[src/gsms_pkg.sv]
// ----------------------------------------------------------------------------
// gsms_pkg
// Shared widths, register indexes, reset values and the command and status
// structs between the shift sequencer's controller and its datapath.
// ----------------------------------------------------------------------------
package gsms_pkg;

  // Default angle sensor resolution
  localparam int ANGLE_BITS_DEF = 12;

  // Fixed field widths
  localparam int DUTY_W     = 16;
  localparam int TICK_W     = 16;
  localparam int STALL_W    = 12;
  localparam int GEAR_W     = 12;
  localparam int STEPS_W    = 4;
  localparam int CFG_IDX_W  = 3;
  localparam int CFG_DATA_W = 16;

  // Ramp divider: one quotient bit per cycle
  localparam int DIV_STEPS = DUTY_W;
  localparam int DIV_CNT_W = $clog2(DIV_STEPS);

  // Configuration register indexes
  localparam logic [CFG_IDX_W-1:0] REG_RAMP_START  = 3'd0;
  localparam logic [CFG_IDX_W-1:0] REG_RAMP_END    = 3'd1;
  localparam logic [CFG_IDX_W-1:0] REG_RAMP_TICKS  = 3'd2;
  localparam logic [CFG_IDX_W-1:0] REG_STALL_TICKS = 3'd3;
  localparam logic [CFG_IDX_W-1:0] REG_STALL_THR   = 3'd4;
  localparam logic [CFG_IDX_W-1:0] REG_ANGLE_GEAR  = 3'd5;

  // Configuration reset values
  localparam logic [DUTY_W-1:0]  RST_RAMP_START  = 16'd144;
  localparam logic [DUTY_W-1:0]  RST_RAMP_END    = 16'd400;
  localparam logic [TICK_W-1:0]  RST_RAMP_TICKS  = 16'd175;
  localparam logic [TICK_W-1:0]  RST_STALL_TICKS = 16'd100;
  localparam logic [STALL_W-1:0] RST_STALL_THR   = 12'd20;
  localparam logic [GEAR_W-1:0]  RST_ANGLE_GEAR  = 12'd432;

  // Item kinds
  localparam logic KIND_SHIFT = 1'b0;
  localparam logic KIND_TICK  = 1'b1;

  // Controller to datapath commands
  typedef struct packed {
    logic latch;      // capture the accepted item
    logic shift_upd;  // start a new move
    logic tick_upd;   // count a tick, set up the ramp
    logic mul;        // form tick * duty span
    logic div_step;   // one quotient bit
    logic apply;      // duty, stall and end of travel
    logic out_load;   // load the result register
  } gsms_cmd_t;

  // Datapath to controller status
  typedef struct packed {
    logic is_shift;
    logic moving;
    logic need_ramp;
    logic div_last;
  } gsms_sts_t;

endpackage

[src/gsms_req_if.sv]
// ----------------------------------------------------------------------------
// gsms_req_if / gsms_rsp_if
// Valid/ready channels carrying shift and tick items in, and results out.
// ----------------------------------------------------------------------------
interface gsms_req_if #(
  parameter int ANGLE_BITS = gsms_pkg::ANGLE_BITS_DEF
);
  logic                         valid;
  logic                         ready;
  logic                         kind;
  logic                         direction;
  logic [gsms_pkg::STEPS_W-1:0] gear_steps;
  logic [ANGLE_BITS-1:0]        angle;

  modport source (output valid, kind, direction, gear_steps, angle, input ready);
  modport sink   (input valid, kind, direction, gear_steps, angle, output ready);
endinterface

interface gsms_rsp_if #(
  parameter int ANGLE_BITS = gsms_pkg::ANGLE_BITS_DEF
);
  logic                        valid;
  logic                        ready;
  logic [gsms_pkg::DUTY_W-1:0] duty_up;
  logic [gsms_pkg::DUTY_W-1:0] duty_down;
  logic                        driver_awake;
  logic                        shift_done;
  logic                        stalled;
  logic [ANGLE_BITS-1:0]       travel_delta;
  logic [gsms_pkg::TICK_W-1:0] end_travel_time;
  logic [ANGLE_BITS-1:0]       end_travel_delta;

  modport source (output valid, duty_up, duty_down, driver_awake, shift_done, stalled,
                  travel_delta, end_travel_time, end_travel_delta, input ready);
  modport sink   (input valid, duty_up, duty_down, driver_awake, shift_done, stalled,
                  travel_delta, end_travel_time, end_travel_delta, output ready);
endinterface

[src/gsms_ctrl.sv]
// ----------------------------------------------------------------------------
// gsms_ctrl
// Sequencing state machine: accepts an item, steps the datapath through the
// shift update, or the tick update, ramp multiply, divide and apply, then hands the result out.
// ----------------------------------------------------------------------------
module gsms_ctrl (
  input  logic                clk,
  input  logic                rst,
  input  logic                req_valid,
  output logic                req_ready,
  output logic                rsp_valid,
  input  logic                rsp_ready,
  output gsms_pkg::gsms_cmd_t cmd,
  input  gsms_pkg::gsms_sts_t sts
);
  import gsms_pkg::*;

  localparam logic [2:0] S_IDLE  = 3'd0;
  localparam logic [2:0] S_EXEC  = 3'd1;
  localparam logic [2:0] S_MUL   = 3'd2;
  localparam logic [2:0] S_DIV   = 3'd3;
  localparam logic [2:0] S_APPLY = 3'd4;
  localparam logic [2:0] S_FIN   = 3'd5;

  logic [2:0] state;
  logic [2:0] state_next;

  assign req_ready = (state == S_IDLE);

  // Next state and commands
  always_comb begin
    cmd        = '0;
    state_next = state;
    case (state)
      S_IDLE: begin
        if (req_valid) begin
          cmd.latch  = 1'b1;
          state_next = S_EXEC;
        end
      end
      S_EXEC: begin
        if (sts.is_shift) begin
          cmd.shift_upd = 1'b1;
          state_next    = S_FIN;
        end else if (!sts.moving) begin
          state_next = S_FIN;
        end else begin
          cmd.tick_upd = 1'b1;
          state_next   = sts.need_ramp ? S_MUL : S_APPLY;
        end
      end
      S_MUL: begin
        cmd.mul    = 1'b1;
        state_next = S_DIV;
      end
      S_DIV: begin
        cmd.div_step = 1'b1;
        if (sts.div_last) begin
          state_next = S_APPLY;
        end
      end
      S_APPLY: begin
        cmd.apply  = 1'b1;
        state_next = S_FIN;
      end
      S_FIN: begin
        // wait for the result register to be free
        if (!rsp_valid || rsp_ready) begin
          cmd.out_load = 1'b1;
          state_next   = S_IDLE;
        end
      end
      default: state_next = S_IDLE;
    endcase
  end

  // State and result valid
  always_ff @(posedge clk) begin
    if (rst) begin
      state     <= S_IDLE;
      rsp_valid <= 1'b0;
    end else begin
      state <= state_next;
      if (cmd.out_load) begin
        rsp_valid <= 1'b1;
      end else if (rsp_ready) begin
        rsp_valid <= 1'b0;
      end
    end
  end

endmodule

[src/gsms_dp.sv]
// ----------------------------------------------------------------------------
// gsms_dp
// Configuration registers, move state, ramp multiply and a shift-subtract
// divider, stall and end-of-travel checks, and the result register.
// ----------------------------------------------------------------------------
module gsms_dp #(
  parameter int ANGLE_BITS = gsms_pkg::ANGLE_BITS_DEF
) (
  input  logic                          clk,
  input  logic                          rst,
  // configuration
  input  logic                          cfg_we,
  input  logic [gsms_pkg::CFG_IDX_W-1:0]  cfg_index,
  input  logic [gsms_pkg::CFG_DATA_W-1:0] cfg_data,
  // item payload
  input  logic                          kind,
  input  logic                          direction,
  input  logic [gsms_pkg::STEPS_W-1:0]  gear_steps,
  input  logic [ANGLE_BITS-1:0]         angle,
  // result payload
  output logic [gsms_pkg::DUTY_W-1:0]   duty_up,
  output logic [gsms_pkg::DUTY_W-1:0]   duty_down,
  output logic                          driver_awake,
  output logic                          shift_done,
  output logic                          stalled,
  output logic [ANGLE_BITS-1:0]         travel_delta,
  output logic [gsms_pkg::TICK_W-1:0]   end_travel_time,
  output logic [ANGLE_BITS-1:0]         end_travel_delta,
  // control
  input  gsms_pkg::gsms_cmd_t           cmd,
  output gsms_pkg::gsms_sts_t           sts
);
  import gsms_pkg::*;

  localparam int CMP_W = (ANGLE_BITS > STALL_W) ? ANGLE_BITS : STALL_W;
  localparam logic [ANGLE_BITS-1:0] ANGLE_HALF = ANGLE_BITS'(1) << (ANGLE_BITS - 1);

  // configuration registers
  logic [DUTY_W-1:0]  ramp_start_duty;
  logic [DUTY_W-1:0]  ramp_end_duty;
  logic [TICK_W-1:0]  ramp_ticks;
  logic [TICK_W-1:0]  stall_ticks;
  logic [STALL_W-1:0] stall_threshold;
  logic [GEAR_W-1:0]  angle_per_gear;

  // captured item
  logic                  item_kind;
  logic                  item_dir;
  logic [STEPS_W-1:0]    item_steps;
  logic [ANGLE_BITS-1:0] item_angle;

  // move state
  logic [ANGLE_BITS-1:0] start_angle;
  logic [TICK_W-1:0]     travel_limit;
  logic [TICK_W-1:0]     tick_count;
  logic                  moving;
  logic                  move_down;
  logic                  done_flag;
  logic                  stall_flag;
  logic [DUTY_W-1:0]     duty_now;
  logic [TICK_W-1:0]     end_time;
  logic [ANGLE_BITS-1:0] end_delta;

  // ramp working registers
  logic                  ramp_phase;
  logic                  ramp_up;
  logic [DUTY_W-1:0]     ramp_span;
  logic [TICK_W-1:0]     div_rem;
  logic [DUTY_W-1:0]     div_quo;
  logic [DIV_CNT_W-1:0]  div_cnt;

  // combinational helpers
  logic [TICK_W-1:0]     tick_inc;
  logic [ANGLE_BITS-1:0] wrap_m;
  logic [ANGLE_BITS-1:0] delta;
  logic [ANGLE_BITS-1:0] raw_move;
  logic [2*TICK_W-1:0]   product;
  logic [TICK_W:0]       div_trial;
  logic                  div_fit;
  logic [DUTY_W-1:0]     duty_ramp;
  logic                  stall_hit;
  logic                  end_hit;

  // saturating tick count
  assign tick_inc = (tick_count == '1) ? tick_count : tick_count + TICK_W'(1);

  // wrapped absolute delta from the start angle
  assign wrap_m = item_angle - start_angle;
  assign delta  = (wrap_m <= ANGLE_HALF) ? wrap_m : (~wrap_m + ANGLE_BITS'(1));

  // plain raw movement for the stall check
  assign raw_move = (start_angle >= item_angle) ? (start_angle - item_angle)
                                                : (item_angle - start_angle);

  assign product   = tick_count * ramp_span;
  assign div_trial = {div_rem, div_quo[DUTY_W-1]};
  assign div_fit   = (div_trial >= {1'b0, ramp_ticks});
  assign duty_ramp = ramp_up ? (ramp_start_duty + div_quo) : (ramp_start_duty - div_quo);

  assign stall_hit = ramp_phase && (tick_count > stall_ticks)
                     && (CMP_W'(raw_move) < CMP_W'(stall_threshold));
  assign end_hit   = (TICK_W'(delta) >= travel_limit);

  assign sts.is_shift  = (item_kind == KIND_SHIFT);
  assign sts.moving    = moving;
  assign sts.need_ramp = (tick_inc <= ramp_ticks);
  assign sts.div_last  = (div_cnt == DIV_CNT_W'(DIV_STEPS - 1));

  // configuration writes
  always_ff @(posedge clk) begin
    if (rst) begin
      ramp_start_duty <= RST_RAMP_START;
      ramp_end_duty   <= RST_RAMP_END;
      ramp_ticks      <= RST_RAMP_TICKS;
      stall_ticks     <= RST_STALL_TICKS;
      stall_threshold <= RST_STALL_THR;
      angle_per_gear  <= RST_ANGLE_GEAR;
    end else if (cfg_we) begin
      case (cfg_index)
        REG_RAMP_START:  ramp_start_duty <= cfg_data[DUTY_W-1:0];
        REG_RAMP_END:    ramp_end_duty   <= cfg_data[DUTY_W-1:0];
        REG_RAMP_TICKS:  ramp_ticks      <= cfg_data[TICK_W-1:0];
        REG_STALL_TICKS: stall_ticks     <= cfg_data[TICK_W-1:0];
        REG_STALL_THR:   stall_threshold <= cfg_data[STALL_W-1:0];
        REG_ANGLE_GEAR:  angle_per_gear  <= cfg_data[GEAR_W-1:0];
        default: ;
      endcase
    end
  end

  // item capture, ramp multiply and divide
  always_ff @(posedge clk) begin
    if (cmd.latch) begin
      item_kind  <= kind;
      item_dir   <= direction;
      item_steps <= gear_steps;
      item_angle <= angle;
    end
    if (cmd.tick_upd) begin
      ramp_up   <= (ramp_end_duty >= ramp_start_duty);
      ramp_span <= (ramp_end_duty >= ramp_start_duty) ? (ramp_end_duty - ramp_start_duty)
                                                      : (ramp_start_duty - ramp_end_duty);
    end
    // high half is below ramp_ticks, so the quotient fits in DUTY_W bits
    if (cmd.mul) begin
      div_rem <= product[2*TICK_W-1:TICK_W];
      div_quo <= product[DUTY_W-1:0];
      div_cnt <= '0;
    end
    if (cmd.div_step) begin
      div_rem <= div_fit ? TICK_W'(div_trial - {1'b0, ramp_ticks}) : div_trial[TICK_W-1:0];
      div_quo <= {div_quo[DUTY_W-2:0], div_fit};
      div_cnt <= div_cnt + DIV_CNT_W'(1);
    end
  end

  // move state
  always_ff @(posedge clk) begin
    if (rst) begin
      start_angle  <= '0;
      travel_limit <= '0;
      tick_count   <= '0;
      moving       <= 1'b0;
      move_down    <= 1'b0;
      done_flag    <= 1'b0;
      stall_flag   <= 1'b0;
      duty_now     <= '0;
      end_time     <= '0;
      end_delta    <= '0;
      ramp_phase   <= 1'b0;
    end else if (cmd.shift_upd) begin
      done_flag    <= 1'b0;
      stall_flag   <= 1'b0;
      travel_limit <= TICK_W'(angle_per_gear * item_steps);
      start_angle  <= item_angle;
      move_down    <= item_dir;
      tick_count   <= '0;
      duty_now     <= '0;
      moving       <= 1'b1;
    end else if (cmd.tick_upd) begin
      tick_count <= tick_inc;
      ramp_phase <= sts.need_ramp;
    end else if (cmd.apply) begin
      if (end_hit) begin
        if (!done_flag) begin
          end_delta <= delta;
          end_time  <= tick_count;
        end
        done_flag <= 1'b1;
        moving    <= 1'b0;
        duty_now  <= '0;
      end else if (stall_hit) begin
        moving   <= 1'b0;
        duty_now <= '0;
      end else begin
        duty_now <= ramp_phase ? duty_ramp : ramp_end_duty;
      end
      if (stall_hit) begin
        stall_flag <= 1'b1;
        moving     <= 1'b0;
      end
    end
  end

  // result register
  always_ff @(posedge clk) begin
    if (cmd.out_load) begin
      duty_up          <= (moving && !move_down) ? duty_now : '0;
      duty_down        <= (moving && move_down) ? duty_now : '0;
      driver_awake     <= moving;
      shift_done       <= done_flag;
      stalled          <= stall_flag;
      travel_delta     <= delta;
      end_travel_time  <= end_time;
      end_travel_delta <= end_delta;
    end
  end

endmodule

[src/gear_shift_motor_sequencer.sv]
// ----------------------------------------------------------------------------
// gear_shift_motor_sequencer
// Runs one shift move over two PWM duty channels, ramping the duty and
// stopping on stall or at end of travel as measured by an angle sensor.
// ----------------------------------------------------------------------------
// Sequence: a shift item or an idle tick passes from accept through EXEC to FIN;
//   a tick past the ramp adds APPLY, and a tick inside the ramp adds one
//   multiply and a shift-subtract divider for the ramp step before APPLY.
// Output: FIN waits for the result register to be free; the next item is
//   taken while the previous result still waits for output.
// Reset: synchronous; clears the move state and loads the default settings.
// ----------------------------------------------------------------------------
module gear_shift_motor_sequencer #(
  parameter int ANGLE_BITS = gsms_pkg::ANGLE_BITS_DEF
) (
  input  logic                            clk,
  input  logic                            rst,
  input  logic                            cfg_we,
  input  logic [gsms_pkg::CFG_IDX_W-1:0]  cfg_index,
  input  logic [gsms_pkg::CFG_DATA_W-1:0] cfg_data,
  gsms_req_if.sink                        request,
  gsms_rsp_if.source                      result
);
  import gsms_pkg::*;

  gsms_cmd_t cmd;
  gsms_sts_t sts;

  // sequencing
  gsms_ctrl u_ctrl (
    .clk       (clk),
    .rst       (rst),
    .req_valid (request.valid),
    .req_ready (request.ready),
    .rsp_valid (result.valid),
    .rsp_ready (result.ready),
    .cmd       (cmd),
    .sts       (sts)
  );

  // arithmetic and state
  gsms_dp #(
    .ANGLE_BITS (ANGLE_BITS)
  ) u_dp (
    .clk              (clk),
    .rst              (rst),
    .cfg_we           (cfg_we),
    .cfg_index        (cfg_index),
    .cfg_data         (cfg_data),
    .kind             (request.kind),
    .direction        (request.direction),
    .gear_steps       (request.gear_steps),
    .angle            (request.angle),
    .duty_up          (result.duty_up),
    .duty_down        (result.duty_down),
    .driver_awake     (result.driver_awake),
    .shift_done       (result.shift_done),
    .stalled          (result.stalled),
    .travel_delta     (result.travel_delta),
    .end_travel_time  (result.end_travel_time),
    .end_travel_delta (result.end_travel_delta),
    .cmd              (cmd),
    .sts              (sts)
  );

endmodule
[src/flat_wrapper.sv]
// flat-port wrapper written by rule: the top's interface ports become plain ports
module gear_shift_motor_sequencer_flat import gsms_pkg::*;
#(
  parameter int ANGLE_BITS = gsms_pkg::ANGLE_BITS_DEF
)
  (clk, rst, cfg_we, cfg_index, cfg_data, request_valid, request_kind, request_direction, request_gear_steps, request_angle, request_ready, result_valid, result_duty_up, result_duty_down, result_driver_awake, result_shift_done, result_stalled, result_travel_delta, result_end_travel_time, result_end_travel_delta, result_ready);
  gsms_req_if #(.ANGLE_BITS(ANGLE_BITS)) request_i ();
  gsms_rsp_if #(.ANGLE_BITS(ANGLE_BITS)) result_i ();
  input  logic clk;
  input  logic rst;
  input  logic cfg_we;
  input  logic [gsms_pkg::CFG_IDX_W-1:0] cfg_index;
  input  logic [gsms_pkg::CFG_DATA_W-1:0] cfg_data;
  input wire logic [$bits(request_i.valid)-1:0] request_valid;
  input wire logic [$bits(request_i.kind)-1:0] request_kind;
  input wire logic [$bits(request_i.direction)-1:0] request_direction;
  input wire logic [$bits(request_i.gear_steps)-1:0] request_gear_steps;
  input wire logic [$bits(request_i.angle)-1:0] request_angle;
  output wire logic [$bits(request_i.ready)-1:0] request_ready;
  output wire logic [$bits(result_i.valid)-1:0] result_valid;
  output wire logic [$bits(result_i.duty_up)-1:0] result_duty_up;
  output wire logic [$bits(result_i.duty_down)-1:0] result_duty_down;
  output wire logic [$bits(result_i.driver_awake)-1:0] result_driver_awake;
  output wire logic [$bits(result_i.shift_done)-1:0] result_shift_done;
  output wire logic [$bits(result_i.stalled)-1:0] result_stalled;
  output wire logic [$bits(result_i.travel_delta)-1:0] result_travel_delta;
  output wire logic [$bits(result_i.end_travel_time)-1:0] result_end_travel_time;
  output wire logic [$bits(result_i.end_travel_delta)-1:0] result_end_travel_delta;
  input wire logic [$bits(result_i.ready)-1:0] result_ready;
  assign request_i.valid = request_valid;
  assign request_i.kind = request_kind;
  assign request_i.direction = request_direction;
  assign request_i.gear_steps = request_gear_steps;
  assign request_i.angle = request_angle;
  assign request_ready = request_i.ready;
  assign result_valid = result_i.valid;
  assign result_duty_up = result_i.duty_up;
  assign result_duty_down = result_i.duty_down;
  assign result_driver_awake = result_i.driver_awake;
  assign result_shift_done = result_i.shift_done;
  assign result_stalled = result_i.stalled;
  assign result_travel_delta = result_i.travel_delta;
  assign result_end_travel_time = result_i.end_travel_time;
  assign result_end_travel_delta = result_i.end_travel_delta;
  assign result_i.ready = result_ready;
  gear_shift_motor_sequencer #(.ANGLE_BITS(ANGLE_BITS)) u_core (.clk(clk), .rst(rst), .cfg_we(cfg_we), .cfg_index(cfg_index), .cfg_data(cfg_data), .request(request_i), .result(result_i));
endmodule
[config.mk]
export PLATFORM = sky130hd
export DESIGN_NAME = gear_shift_motor_sequencer_flat
export DESIGN_NICKNAME = d
export VERILOG_FILES = /design/src/gsms_pkg.sv /design/src/gsms_req_if.sv /design/src/gsms_ctrl.sv /design/src/gsms_dp.sv /design/src/gear_shift_motor_sequencer.sv /design/src/flat_wrapper.sv
export SDC_FILE = /design/constraint.sdc
export NUM_CORES = 1
export LEC_CHECK = 0
export ABC_AREA = 1
export BUFFER_PORTS_ARGS = -buffer_cell sky130_fd_sc_hd__buf_2
export CAP_MARGIN = 10
export CORE_ASPECT_RATIO = 0.75
export CORE_MARGIN = 2
export CORE_UTILIZATION = 55
export CTS_CLUSTER_DIAMETER = 50
export DETAILED_ROUTE_END_ITERATION = 8
export GPL_ROUTABILITY_DRIVEN = 0
export PLACE_DENSITY = 0.72
export SYNTH_ARGS = -nofsm -noshare
export SYNTH_HDL_FRONTEND = slang
export SYNTH_HIERARCHICAL = 1
export SYNTH_SLANG_ARGS = --single-unit
[constraint.sdc]
create_clock -name clk -period 9.75 [get_ports clk]
set_input_delay 0.975 -clock clk [delete_from_list [all_inputs] [get_ports clk]]
set_output_delay 0.975 -clock clk [all_outputs]
set_load 0.02 [all_outputs]
==> results.py <==
metrics = {
    "setup_path": {
        "endpoint": "u_core/u_dp/div_rem[0]$_DFFE_PP_",
        "crit_chain": "nand2_1 > fa_1 > inv_1 > fa_1 > inv_1 > fa_1 > inv_1 > fa_1 > fa_1 > inv_1 > fa_1 > inv_1 > ha_1 > nand2_1 > inv_1 > a21boi_0 > o21ai_0 > a31oi_1 > inv_1 > or2_2 > nand3_1 > nand2_1",
        "end_kind": "flop",
        "arrival_ns": 6.97,
        "crit_top_cell": "inv_1",
        "ff2ff_path_depth": 22,
        "cp_slowest_cell": "dfxtp_1",
        "r2r-end": "u_core/u_dp/div_rem[0]$_DFFE_PP_",
        "crit_path_start": "u_core/u_dp/tick_count[7]$_SDFFE_PP0P_",
        "worstSetupPathType": "flop to flop",
        "slowest_delay_ns": 1.06,
        "worstSetupStartpointType": "flop",
        "critPathMaxFanout": 22,
        "worstReg2RegStart": "u_core/u_dp/tick_count[7]$_SDFFE_PP0P_",
        "cp.required_ns": 10.09,
        "rrSetupSlack_ns": 3.13,
    },
    "floorplan": {
        "core.rowCount": 73,
        "coreArea_um2": 52700,
        "pin_count": 119,
        "die_h_um": 204,
        "start_util_pct": 55.4,
        "dieArea_um2": 55000,
        "die-width_um": 270,
    },
    "cells_and_area": {
        "layout_commonest_cell": "nand2_1",
        "fin_util_pct": 59.3,
        "final_cell_mix": "nand2_1 (844), inv_1 (727), a21oi_1 (274)",
        "fill_cells": 4845,
        "nNetsFinal": 4341,
        "final_layout_size_suffix_gt1_share_pct": 7.19,
        "syn2layout_area_growth_pct": 7.04,
    },
    "yosys": {
        "seq_area_frac_synth_pct": 27.7,
        "syn_area_per_cell_um2": 7.72,
        "syn_inst": 3783,
        "synth-async-reset-ratio_pct": 0,
        "ys_warn_count": 6,
        "yosysUniqueCellTypes": 57,
        "synth-edff-count": 146,
        "synth-main-ff-cell": "dfxtp_1",
        "synthesis.nets": 4313,
        "syn_area_um2": 29200,
        "ys_seq_elements": 331,
    },
    "timing": {
        "hold_viol": 0,
        "fmax_mhz": 151,
        "rsz0062_at_grt": "no",
        "worstMarginPinSlew_ns": 1.12,
        "slew_headroom_pct": 25.1,
        "fin_setup_tns_ns": 0,
        "drv_slew": 0,
        "fin_hold_ws_ns": 0.428,
        "setup_violations": 0,
        "min_period_ns": 6.62,
        "finClkSkew_ns": 0.0103,
        "fin_ws_ns": 3.13,
        "fin_crit_sh_pct": 67.9,
    },
    "power_and_ir_drop": {
        "p_leak_nw": 15.8,
        "p_per_area_nw_per_um2": 126,
        "vdd_drop_max_mv": 0.142,
        "total_power_w": 0.00393,
    },
    "global_routing": {
        "grt_use_met1_pct": 44.5,
        "grtUsageMet3_pct": 8.30,
        "grt_use_met2_pct": 41.4,
        "overflow": 0,
        "gr-max-usage-layer": "met1",
        "grt_max_degree": 104,
        "antenna_found_initial": 3,
        "grt_pass1_wl_mm": 127,
        "grt_usage_pct": 29.3,
        "grt_pass1_vias": 23300,
    },
    "clocking": {
        "cts_setup_buffers": 0,
        "cts_buffer_depth": 3,
        "cts_root_buf": "clkbuf_16",
        "cts_resized": 0,
        "clock_latency_ns": 0.59,
        "htree_levels": 1,
        "cts_tree": "built",
        "hold_buffers": 0,
        "clk_pin_slew_ns": 0.07,
        "cts.sink_count": 331,
        "cts_buffers": 31,
    },
    "routing": {
        "drt_iter0_drc": 2674,
        "first_pass_iters": 7,
        "vias": 24900,
        "postRouteAntennaNets": 0,
        "routed_wl_mm": 80.4,
        "vias_per_cell": 5.46,
        "drc_errors": 0,
        "post_drt_wl_per_cell_um": 17.7,
    },
    "run": {
        "cap_violations": 0,
    },
    "placement": {
        "place_ws_ns": 3.22,
        "portBuffers": 118,
        "dp_hpwl_mm": 63.1,
    },
    "worst_hold_path": {
        "hold_path.class": "flop to flop",
    },
    "outcome": {
        "run_status": "finished, final reports clean",
    },
}
-- worst min-delay path by stage --
stage	cells after the start	end	start	slack, ns
after floorplan	0	u_core/u_dp/end_travel_delta[10]$_DFFE_PP_	u_core/u_dp/end_delta[10]$_SDFFE_PP0P_	0.40
after global placement	0	u_core/u_dp/end_travel_time[3]$_DFFE_PP_	u_core/u_dp/end_time[3]$_SDFFE_PP0P_	0.41
after detailed placement	0	u_core/u_dp/end_travel_time[11]$_DFFE_PP_	u_core/u_dp/end_time[11]$_SDFFE_PP0P_	0.41
after CTS	0	u_core/u_dp/end_travel_time[6]$_DFFE_PP_	u_core/u_dp/end_time[6]$_SDFFE_PP0P_	0.43
after global routing	0	u_core/u_dp/end_travel_time[11]$_DFFE_PP_	u_core/u_dp/end_time[11]$_SDFFE_PP0P_	0.43
final	0	u_core/u_dp/end_travel_time[11]$_DFFE_PP_	u_core/u_dp/end_time[11]$_SDFFE_PP0P_	0.43
-- sequential cells by signal, summed over array words and instances, names as in the netlist, 16 cells and up --
name / cells
u_core/u_dp/tick_count: 16
u_core/u_dp/end_time: 16
u_core/u_dp/travel_limit: 16
u_core/u_dp/duty_up: 16
u_core/u_dp/stall_ticks: 16
u_core/u_dp/ramp_span: 16
u_core/u_dp/duty_now: 16
u_core/u_dp/duty_down: 16
u_core/u_dp/div_quo: 16
u_core/u_dp/end_travel_time: 16
u_core/u_dp/ramp_ticks: 16
u_core/u_dp/ramp_start_duty: 16
u_core/u_dp/ramp_end_duty: 16
u_core/u_dp/div_rem: 16
-- synthesized netlist by cell type, drive strengths merged, types with 6 or more instances --
master | count | area share, %
o22ai | 15 | 0.32
a21o | 17 | 0.44
a21oi | 278 | 4.8
nor3 | 33 | 0.60
nand4 | 31 | 0.66
nand2 | 866 | 11
fa | 220 | 15
o21bai | 14 | 0.37
xor2 | 62 | 1.9
a211oi | 6 | 0.15
buf | 33 | 0.71
o21a | 9 | 0.23
inv | 736 | 9.5
o211ai | 13 | 0.33
a31oi | 7 | 0.15
xnor2 | 25 | 0.75
o21ai | 257 | 4.4
edfxtp | 146 | 15
nand3b | 14 | 0.36
nor2 | 226 | 3.0
dfxtp | 185 | 13
or2 | 19 | 0.41
nand3 | 160 | 3.0
ha | 268 | 11
clkbuf | 112 | 1.5
-- through the flow --
step,area [µm²],cells
6_report,31300,4551
5_1_grt,31300,4548
4_1_cts,31300,4548
3_5_place_dp,30200,4490
3_3_place_gp,30200,4490
2_1_floorplan,29200,3783
-- kinds of logic (layout without fill, tap and decap cells) --
family / Yosys count / after routing / share of synthesized area (%)
buf+inv: 886 / 939 / 11.7
flops: 331 / 331 / 27.7
compound gates: 633 / 633 / 11.7
xor+xnor: 87 / 87 / 2.67
simple gates: 1358 / 1358 / 19.7
other cells: 0 / 3 / 0
fa+ha+maj: 488 / 488 / 26.5
-- worst max-delay path: cells and delay by family, from the launching register on --
| family | cells | cell delay [ns] |
|---|---|---|
| compound gates | 3 | 0.80 |
| buf+inv | 7 | 0.36 |
| fa+ha+maj | 7 | 3.42 |
| simple gates | 5 | 0.72 |
| flops | 1 | 1.06 |
-- area by class of cell --
type                    instances  area [µm²]  area share, %
diodes                          3        7.51         0.0240
clock buffers                  43         892           2.85
clock inverters                15         139          0.444
inverters                     741        2780           8.89
multi-input cells            2566       17700           56.7
flip-flops and latches        331        8090           25.9
well taps                     712         891           2.85
repair buffers                140         756           2.42
-- where the power goes --
part	total [W]	leakage [nW]	switching, W	internal [W]
clock	0.00125	0.506	0.000554	0.000694
combinational	0.00109	12.5	0.000734	0.000355
sequential	0.00159	2.83	0.0000556	0.00153
-- per-layer routing --
metal,wire [µm],share of wire (%),vias up
met5,0,0,-
met4,1450,1.8,0
met3,10000,12,89
met2,32100,40,1200
met1,36800,46,11600
li1,-,-,12000
Power figures use the tool's default switching activity.
